===== config.mk =====
export PLATFORM = sky130hd
export DESIGN_NAME = infix_expression_evaluator_core_flat
export DESIGN_NICKNAME = d
export VERILOG_FILES = /design/src/rtl/iee_pkg.sv /design/src/rtl/iee_if.sv /design/src/rtl/iee_alu.sv /design/src/rtl/infix_expression_evaluator_core.sv /design/src/flat_wrapper.sv
export SDC_FILE = /design/constraint.sdc
export NUM_CORES = 2
export LEC_CHECK = 0
export ABC_AREA = 1
export BUFFER_PORTS_ARGS = -buffer_cell sky130_fd_sc_hd__buf_2
export CELL_PAD_IN_SITES_DETAIL_PLACEMENT = 0
export CELL_PAD_IN_SITES_GLOBAL_PLACEMENT = 1
export CORE_MARGIN = 4
export CORE_UTILIZATION = 40
export CTS_BUF_LIST = sky130_fd_sc_hd__clkbuf_4
export CTS_CLUSTER_DIAMETER = 40
export CTS_CLUSTER_SIZE = 16
export DETAILED_ROUTE_END_ITERATION = 6
export MAX_ROUTING_LAYER = met4
export PLACE_DENSITY = 0.77
export SYNTH_ARGS = -nofsm -noshare
export SYNTH_HDL_FRONTEND = slang
export SYNTH_SLANG_ARGS = --single-unit

===== constraint.sdc =====
create_clock -name clk -period 26.5 [get_ports clk]
set_input_delay 0 -clock clk [delete_from_list [all_inputs] [get_ports clk]]
set_output_delay 0 -clock clk [all_outputs]
set_load 0.1 [all_outputs]

===== src/rtl/iee_pkg.sv =====
// ----------------------------------------------------------------------------
// iee_pkg
// Shared types, token and status codes for the expression evaluator.
// ----------------------------------------------------------------------------
package iee_pkg;
  localparam int StackDepth   = 32;
  localparam int ValueWidth   = 48;
  localparam int FractionBits = 16;
  localparam int PtrWidth     = $clog2(StackDepth);
  localparam int CountWidth   = $clog2(StackDepth + 1);

  typedef logic signed [ValueWidth-1:0] value_t;

  typedef enum logic [2:0] {
    TOK_NUM = 3'd0, TOK_ADD = 3'd1, TOK_SUB = 3'd2, TOK_MUL = 3'd3,
    TOK_DIV = 3'd4, TOK_OPEN = 3'd5, TOK_CLOSE = 3'd6, TOK_END = 3'd7
  } tok_t;

  typedef enum logic [2:0] {
    ST_OK = 3'd0, ST_PAREN = 3'd1, ST_OPERAND = 3'd2, ST_FULL = 3'd3,
    ST_EMPTY = 3'd4
  } status_t;

  localparam value_t VMax = {1'b0, {(ValueWidth-1){1'b1}}};
  localparam value_t VMin = {1'b1, {(ValueWidth-1){1'b0}}};

  // request to the arithmetic unit
  typedef struct packed {
    logic   start;
    tok_t   op;
    value_t x;
    value_t y;
  } alu_req_t;

  // answer from the arithmetic unit
  typedef struct packed {
    logic   done;
    value_t r;
    logic   sat;
  } alu_rsp_t;

  // operator precedence
  function automatic logic [1:0] rank(input logic [2:0] op);
    if (op == TOK_MUL || op == TOK_DIV) return 2'd2;
    if (op == TOK_ADD || op == TOK_SUB) return 2'd1;
    return 2'd0;
  endfunction
endpackage


===== src/rtl/iee_if.sv =====
// ----------------------------------------------------------------------------
// iee_tok_if / iee_res_if
// Valid/ready channels for tokens in and results out.
// ----------------------------------------------------------------------------
interface iee_tok_if import iee_pkg::*; ();
  logic       valid;
  logic       ready;
  logic [2:0] mode;
  value_t     number_value;
  modport source (output valid, mode, number_value, input ready);
  modport sink (input valid, mode, number_value, output ready);
endinterface

interface iee_res_if import iee_pkg::*; ();
  logic       valid;
  logic       ready;
  value_t     result_value;
  logic [2:0] status;
  logic       saturated;
  modport source (output valid, result_value, status, saturated, input ready);
  modport sink (input valid, result_value, status, saturated, output ready);
endinterface


===== src/rtl/iee_alu.sv =====
// ----------------------------------------------------------------------------
// iee_alu
// Shared saturating fixed-point unit: add/sub in one step, multiply over
// four 24x24 partial products, divide one quotient bit per cycle.
// ----------------------------------------------------------------------------
module iee_alu import iee_pkg::*; (
  input  logic     clk,
  input  logic     rst,
  input  alu_req_t req,
  output alu_rsp_t rsp
);
  localparam int HalfW = ValueWidth / 2;
  localparam int ProdW = 2 * ValueWidth;
  localparam int NumW  = ValueWidth + FractionBits;
  localparam int StepW = $clog2(NumW + 1);

  typedef enum logic [2:0] {S_IDLE, S_MUL, S_MULFIN, S_DIV, S_DIVFIN, S_DONE} state_t;
  state_t state;

  logic                  neg;
  logic [ValueWidth-1:0] ma, mb;
  logic [ProdW-1:0]      acc;
  logic [1:0]            part;
  logic [NumW-1:0]       num;
  logic [ValueWidth:0]   rem;
  logic [NumW-1:0]       quo;
  logic [StepW-1:0]      step;
  value_t                r;
  logic                  sat;

  // magnitudes of the operands
  logic [ValueWidth-1:0] mag_x, mag_y;
  assign mag_x = req.x[ValueWidth-1] ? ValueWidth'(-req.x) : req.x;
  assign mag_y = req.y[ValueWidth-1] ? ValueWidth'(-req.y) : req.y;

  // add and subtract, combinational, with overflow detect
  logic [ValueWidth:0] sum;
  logic                ovf;
  always_comb begin
    if (req.op == TOK_ADD) begin
      sum = {req.x[ValueWidth-1], req.x} + {req.y[ValueWidth-1], req.y};
    end else begin
      sum = {req.x[ValueWidth-1], req.x} - {req.y[ValueWidth-1], req.y};
    end
    ovf = sum[ValueWidth] != sum[ValueWidth-1];
  end

  // one partial product per cycle
  logic [HalfW-1:0]       pa, pb;
  logic [2*HalfW-1:0]     pp;
  logic [ProdW-1:0]       pp_sh;
  always_comb begin
    pa = part[0] ? ma[ValueWidth-1:HalfW] : ma[HalfW-1:0];
    pb = part[1] ? mb[ValueWidth-1:HalfW] : mb[HalfW-1:0];
    pp = pa * pb;
    pp_sh = ProdW'(pp) << (HalfW * (32'(part[0]) + 32'(part[1])));
  end

  // restoring divide step
  logic [ValueWidth:0] rem_sh;
  logic                ge;
  always_comb begin
    rem_sh = {rem[ValueWidth-1:0], num[NumW-1]};
    ge = rem_sh >= {1'b0, mb};
  end

  // magnitude to signed with saturation
  logic [ProdW-1:0]  mq;
  logic [ProdW-1:0]  mag_w;
  logic [ProdW-1:0]  lim;
  always_comb begin
    mq = acc >> FractionBits;
    mag_w = (state == S_MULFIN) ? mq : ProdW'(quo);
    lim = neg ? ProdW'(VMax) + ProdW'(1) : ProdW'(VMax);
  end

  always_ff @(posedge clk) begin
    if (rst) begin
      state <= S_IDLE;
    end else begin
      case (state)
        S_IDLE: begin
          if (req.start) begin
            neg <= req.x[ValueWidth-1] ^ req.y[ValueWidth-1];
            ma  <= mag_x;
            mb  <= mag_y;
            sat <= 1'b0;
            case (req.op)
              TOK_MUL: begin
                acc   <= '0;
                part  <= 2'd0;
                state <= S_MUL;
              end
              TOK_DIV: begin
                if (mag_y == '0) begin
                  r     <= req.x[ValueWidth-1] ? VMin : VMax;
                  sat   <= 1'b1;
                  state <= S_DONE;
                end else begin
                  num   <= NumW'(mag_x) << FractionBits;
                  rem   <= '0;
                  quo   <= '0;
                  step  <= StepW'(NumW);
                  state <= S_DIV;
                end
              end
              default: begin
                if (ovf) begin
                  r   <= req.x[ValueWidth-1] ? VMin : VMax;
                  sat <= 1'b1;
                end else begin
                  r <= sum[ValueWidth-1:0];
                end
                state <= S_DONE;
              end
            endcase
          end
        end
        S_MUL: begin
          acc  <= acc + pp_sh;
          part <= part + 2'd1;
          if (part == 2'd3) state <= S_MULFIN;
        end
        S_DIV: begin
          num  <= num << 1;
          quo  <= {quo[NumW-2:0], ge};
          rem  <= ge ? rem_sh - {1'b0, mb} : rem_sh;
          step <= step - StepW'(1);
          if (step == StepW'(1)) state <= S_DIVFIN;
        end
        S_MULFIN, S_DIVFIN: begin
          if (mag_w > lim) begin
            r   <= neg ? VMin : VMax;
            sat <= 1'b1;
          end else begin
            r <= neg ? ValueWidth'(-mag_w) : mag_w[ValueWidth-1:0];
          end
          state <= S_DONE;
        end
        S_DONE: state <= S_IDLE;
        default: state <= S_IDLE;
      endcase
    end
  end

  assign rsp.done = state == S_DONE;
  assign rsp.r    = r;
  assign rsp.sat  = sat;
endmodule


===== src/rtl/infix_expression_evaluator_core.sv =====
// ----------------------------------------------------------------------------
// infix_expression_evaluator_core
// Shunting-yard evaluator: operator and value stacks in memories, a
// sequencer that pops operators through one shared arithmetic unit.
// ----------------------------------------------------------------------------
// channel  dir  handshake     payload
// tok      in   valid/ready   mode, number_value
// res      out  valid/ready   result_value, status, saturated
//
// A number or open is taken straight from idle; an operator or close reads the
// operator top, then per operator applied fetches both operands, runs the shared
// unit (one quotient bit per cycle for divide; divide by zero skips the divide)
// and pushes the result. End pops the same way, then offers its result on res.
// Reset clears the counts and error latch; stack contents need no clearing.
// tok.ready is low while a token is being worked or a result waits on res.
module infix_expression_evaluator_core import iee_pkg::*; (
  input logic  clk,
  input logic  rst,
  iee_tok_if.sink   tok,
  iee_res_if.source res
);
  typedef enum logic [3:0] {
    S_IDLE, S_POPLOOK, S_OPRD, S_VRD1, S_VRD2, S_VRD3, S_ALU, S_PUSH,
    S_ENDRD, S_OUT
  } state_t;
  state_t state;

  logic [2:0]            op_mem [StackDepth];
  value_t                val_mem [StackDepth];
  logic [CountWidth-1:0] op_cnt, val_cnt;
  status_t               err;
  logic                  sat_seen;
  tok_t                  cur;
  logic [2:0]            top_op, pend_op;
  value_t                vrd, vx, vy;
  alu_req_t              req;
  alu_rsp_t              rsp;

  iee_alu u_alu (.clk(clk), .rst(rst), .req(req), .rsp(rsp));

  assign req.op = tok_t'(pend_op);
  assign req.x  = vx;
  assign req.y  = vy;
  assign req.start = state == S_VRD3;

  logic [PtrWidth-1:0] op_top_a, val_rd_a;
  assign op_top_a = PtrWidth'(op_cnt - CountWidth'(1));

  assign tok.ready = state == S_IDLE;
  assign res.valid = state == S_OUT;

  always_ff @(posedge clk) begin
    top_op <= op_mem[op_top_a];
    vrd    <= val_mem[val_rd_a];
  end

  always_comb begin
    val_rd_a = PtrWidth'(val_cnt - CountWidth'(1));
    if (state == S_VRD1) val_rd_a = PtrWidth'(val_cnt - CountWidth'(2));
  end

  always_ff @(posedge clk) begin
    if (rst) begin
      state <= S_IDLE; op_cnt <= '0; val_cnt <= '0;
      err <= ST_OK; sat_seen <= 1'b0;
    end else begin
      case (state)
        // take a token
        S_IDLE: if (tok.valid) begin
          cur <= tok_t'(tok.mode);
          if (tok_t'(tok.mode) == TOK_END) state <= S_POPLOOK;
          else if (err != ST_OK) state <= S_IDLE;
          else case (tok_t'(tok.mode))
            TOK_NUM: if (val_cnt < CountWidth'(StackDepth)) begin
              val_mem[PtrWidth'(val_cnt)] <= tok.number_value;
              val_cnt <= val_cnt + CountWidth'(1);
            end else err <= ST_FULL;
            TOK_OPEN: if (op_cnt < CountWidth'(StackDepth)) begin
              op_mem[PtrWidth'(op_cnt)] <= TOK_OPEN;
              op_cnt <= op_cnt + CountWidth'(1);
            end else err <= ST_FULL;
            default: state <= S_POPLOOK;
          endcase
        end
        // wait for the top-of-stack read
        S_POPLOOK: state <= S_OPRD;
        // decide whether to pop
        S_OPRD: begin
          if (cur == TOK_END) begin
            if (err != ST_OK || op_cnt == '0) state <= S_ENDRD;
            else if (top_op == TOK_OPEN) begin
              err <= ST_PAREN; state <= S_ENDRD;
            end else begin
              pend_op <= top_op; op_cnt <= op_cnt - CountWidth'(1);
              state <= S_VRD1;
            end
          end else if (cur == TOK_CLOSE) begin
            if (op_cnt == '0) begin
              err <= ST_PAREN; state <= S_IDLE;
            end else if (top_op == TOK_OPEN) begin
              op_cnt <= op_cnt - CountWidth'(1); state <= S_IDLE;
            end else begin
              pend_op <= top_op; op_cnt <= op_cnt - CountWidth'(1);
              state <= S_VRD1;
            end
          end else begin
            if (op_cnt != '0 && rank(top_op) >= rank(cur)) begin
              pend_op <= top_op; op_cnt <= op_cnt - CountWidth'(1);
              state <= S_VRD1;
            end else begin
              if (op_cnt < CountWidth'(StackDepth)) begin
                op_mem[PtrWidth'(op_cnt)] <= cur;
                op_cnt <= op_cnt + CountWidth'(1);
              end else err <= ST_FULL;
              state <= S_IDLE;
            end
          end
        end
        // fetch both operands
        S_VRD1: begin
          vy <= vrd;
          if (val_cnt < CountWidth'(2)) begin
            err <= ST_OPERAND;
            state <= (cur == TOK_END) ? S_ENDRD : S_IDLE;
          end else state <= S_VRD2;
        end
        S_VRD2: begin vx <= vrd; state <= S_VRD3; end
        S_VRD3: state <= S_ALU;
        S_ALU: if (rsp.done) begin
          val_mem[PtrWidth'(val_cnt - CountWidth'(2))] <= rsp.r;
          val_cnt <= val_cnt - CountWidth'(1);
          sat_seen <= sat_seen | rsp.sat;
          state <= S_PUSH;
        end
        // let the new counts settle, then look again
        S_PUSH: state <= S_POPLOOK;
        S_ENDRD: begin
          if (err == ST_OK && val_cnt == '0) err <= ST_EMPTY;
          state <= S_OUT;
        end
        S_OUT: if (res.ready) begin
          op_cnt <= '0; val_cnt <= '0; err <= ST_OK; sat_seen <= 1'b0;
          state <= S_IDLE;
        end
        default: state <= S_IDLE;
      endcase
    end
  end

  assign res.result_value = (err == ST_OK) ? vrd : '0;
  assign res.status       = err;
  assign res.saturated    = sat_seen;

  // counts stay within the stacks
  a_opcnt: assert property (@(posedge clk) disable iff (rst)
    op_cnt <= CountWidth'(StackDepth)) else $error("operator count overflow");
  a_valcnt: assert property (@(posedge clk) disable iff (rst)
    val_cnt <= CountWidth'(StackDepth)) else $error("value count overflow");
  // a result is followed by cleared state
  a_clear: assert property (@(posedge clk) disable iff (rst)
    res.valid && res.ready |=> val_cnt == '0 && err == ST_OK)
    else $error("state not cleared after result");
endmodule

===== src/flat_wrapper.sv =====
// flat-port wrapper written by rule: the top's interface ports become plain ports
module infix_expression_evaluator_core_flat import iee_pkg::*;
  (clk, rst, tok_valid, tok_mode, tok_number_value, tok_ready, res_valid, res_result_value, res_status, res_saturated, res_ready);
  iee_tok_if tok_i ();
  iee_res_if res_i ();
  input logic clk;
  input logic rst;
  input wire logic [$bits(tok_i.valid)-1:0] tok_valid;
  input wire logic [$bits(tok_i.mode)-1:0] tok_mode;
  input wire logic [$bits(tok_i.number_value)-1:0] tok_number_value;
  output wire logic [$bits(tok_i.ready)-1:0] tok_ready;
  output wire logic [$bits(res_i.valid)-1:0] res_valid;
  output wire logic [$bits(res_i.result_value)-1:0] res_result_value;
  output wire logic [$bits(res_i.status)-1:0] res_status;
  output wire logic [$bits(res_i.saturated)-1:0] res_saturated;
  input wire logic [$bits(res_i.ready)-1:0] res_ready;
  assign tok_i.valid = tok_valid;
  assign tok_i.mode = tok_mode;
  assign tok_i.number_value = tok_number_value;
  assign tok_ready = tok_i.ready;
  assign res_valid = res_i.valid;
  assign res_result_value = res_i.result_value;
  assign res_status = res_i.status;
  assign res_saturated = res_i.saturated;
  assign res_i.ready = res_ready;
  infix_expression_evaluator_core u_core (.clk(clk), .rst(rst), .tok(tok_i), .res(res_i));
endmodule

==> reports/metrics.yaml <==
timing:
  tns_ns: 0
  clock.fmax_mhz: 79.7
  maxSlewHeadroom_pct: 16.0
  rsz0062_at_grt: "false"
  maxSlewViolCount: 0
  skew_ns: 0.238
  period_share_pct: 47.3
  finalSetupViolCount: 0
  fin_crit_ns: 12.54
  finalHoldViolations: 0
  worst_pin_slew_ns: 1.26
logic_synthesis:
  synth_seq_cells: 2219
  synth_fa_ha_area_share_pct: 11.7
  synth_top_area_share_pct: 49.9
  synth_edf_count: 2145
  synth_fp_nets: 14600
  synth_ff_type: "edfxtp_1"
  synth_top_family_by_area: "simple AND/OR/NAND/NOR gates"
  yosysMostFrequentCell: "nand2_1"
  yosys.area_share.simple_pct: 16.5
  seq_area_frac_synth_pct: 51.0
  synth_mux_area_share_pct: 0.0852
  syn_area_um2: 129000
  yosysWarnings: 0
  synth_compound_area_share_pct: 12.8
  synth-xor-area-share_pct: 1.49
  ys_types: 66
  ys_top_cells_by_count: "2212 x nand2_1, 2196 x nor2_1, 2145 x edfxtp_1"
  syn_avg_cell_area_um2: 9.49
  synth_top_cell_by_area: "edfxtp_1"
  synth_area_leaders: "edfxtp_1 50%, fa_1 7.5%, nand2_1 6.4%, nor2_1 6.4%, o21ai_0 5.1%"
  syn_inst: 13600
  async_flop_share_pct: 0
critical_path:
  max_stage_delay_ns: 0.94
  critPathLaunch: "u_core.u_alu.part[0]"
  r2r-start: "u_core.u_alu.part[0]"
  required_ns: 27.71
  path_class: "register to register"
  reg2reg_depth: 42
  rr_endpoint: "u_core.u_alu.acc[87]"
  cp_data_arrival_time_ns: 13.75
  path_max_fanout: 27
  cpMostUsedCell: "inv_1"
  cp_slowest_cell: "edfxtp_1"
  regToRegSetupSlack_ns: 13.96
  end_kind: "register"
  critPathLaunchType: "register"
cts:
  cts_buffer_depth: 4
  cts_buffers: 330
  ctsResizeCount: 0
  cts_root_buf: "clkbuf_4"
  worstSkewPairLatency_ns: 1.47
  clkTransAtPathRegs_ns: 0.15
  cts_tree: "built"
  cts_setup_buffers: 0
  htree_levels: 5
  hold_buffers: 74
  clkSinkCount: 2219
die:
  io_pins: 109
  die_h_um: 576
  rows: 208
  initial_utilization_pct: 40.2
  die-width_um: 576
  core_um2: 321000
  die_area_um2: 332000
layout:
  fill_cells: 31300
  drive_above_1_share_pct: 7.80
  final_nets: 14700
  regArea_um2: 65900
  multi_input_area_um2: 55400
  syn_to_final_growth_pct: 9.11
hold_path:
  hold_path_end: "u_core.val_mem[30][18]"
  min_path_type: "primary input to register"
  worstHoldPathCells: 3
  hp-start: "tok_number_value[18]"
routing:
  drt-wirelength-per-cell_um: 25.1
  drt_iter0_drc: 10300
  first_pass_iters: 7
  wirelength_um: 461000
  drtAntennaViolNets: 0
  viasPerCell: 5.60
  drc: 2
  vias: 103000
global_routing:
  antenna_found_initial: 19
  grt_pass1_vias: 97800
  grt_max_degree: 178
  overflow: 0
  grtUsageTotal_pct: 27.7
  grt_pass1_wl_um: 665000
outcome:
  status: "finished, violations left"
  violations: "design-rule violations"
place:
  dp_hpwl_um: 318000
  portBuffers: 108
  gp_congestion: 1.01
flow_run:
  cap_violations: 0
==> registers in the layout, indices dropped and copies added (netlist names), 2 cells and up <==
name	cells
u_core.state	4
u_core.pend_op	3
u_core.vx	48
u_core.u_alu.num	48
u_core.op_mem	96
u_core.u_alu.step	7
u_core.u_alu.mb	48
u_core.u_alu.state	3
u_core.u_alu.r	48
u_core.u_alu.quo	64
u_core.val_mem	1536
u_core.u_alu.ma	48
u_core.vrd	48
u_core.val_cnt	6
u_core.u_alu.rem	48
u_core.u_alu.acc	96
u_core.op_cnt	6
u_core.u_alu.part	2
u_core.top_op	3
u_core.vy	48
u_core.cur	3
u_core.res.status	3
==> routing by layer <==
layer  part of all wire (%)  vias up  track usage, %
met4                    6.1        0            14.6
met3                    7.3      997            3.40
met5                      0        -               -
li1                       -    46900               -
met1                     40    50200            34.8
met2                     47     4467            44.0
==> kinds of logic after synthesis <==
logic type               Yosys count
buffers and inverters           2132
adder cells (fa/ha/maj)          918
multiplexers                      11
AND/OR/NAND/NOR                 5291
flip-flops                      2219
XOR/XNOR                         220
AO/OA/AOI/OAI                   2827
==> metrics by stage <==
stage / util, % / instances / hold WS, ns / worst slack (ns) / area [um^2]
finish: 43.9 / 18300 / 0.154 / 13.96 / 141000
global route: 43.9 / 18300 / 0.152 / 13.20 / 141000
CTS: 43.8 / 18300 / 0.00138 / 14.31 / 141000
detailed placement: 41.8 / 17600 / 0.229 / 14.28 / 134000
global placement: 41.8 / 17600 / 0.220 / 14.14 / 134000
floorplan: - / 13600 / 0.0989 / 16.82 / 129000
==> cells in the final DEF, fill, tap and decap left out, drive strengths merged, types with 117 or more instances in the layout <==
| cell type | n |
|---|---|
| xor2 | 141 |
| a21oi | 556 |
| clkinv | 117 |
| clkbuf | 351 |
| nor2 | 2213 |
| nand2 | 2218 |
| inv | 1582 |
| edfxtp | 2145 |
| o21ai | 1500 |
| buf | 299 |
| nand3 | 579 |
| o221ai | 294 |
| fa | 485 |
| o22ai | 117 |
| ha | 433 |
==> critical path, delay by kind of cell, from the launching register on <==
| kind | cells | cell delay (ns) |
|---|---|---|
| adder cells (fa/ha/maj) | 9 | 4.24 |
| AO/OA/AOI/OAI | 5 | 1.35 |
| flip-flops | 1 | 0.94 |
| AND/OR/NAND/NOR | 19 | 3.98 |
| buffers and inverters | 9 | 1.95 |
==> worst max path at each step <==
stage | to | slack [ns]
floorplan | u_core.u_alu.num[16] | 16.82
global placement | u_core.u_alu.acc[87] | 14.14
detailed placement | u_core.u_alu.acc[65] | 14.28
CTS | u_core.u_alu.acc[65] | 14.31
global route | u_core.u_alu.acc[65] | 13.20
finish | u_core.u_alu.acc[87] | 13.96
==> layout make-up <==
class	instances	area share (%)
clock inverters	263	2.15
repair buffers	373	1.99
diodes	24	0.0426
inverters	1518	4.06
clock buffers	351	1.87
well taps	4305	3.82
multi-input cells	9267	39.3
flip-flops and latches	2219	46.7
Power is left out: the tool's default activity adds up to more than one toggle a clock period on the data nets, which glitch-free logic cannot reach.
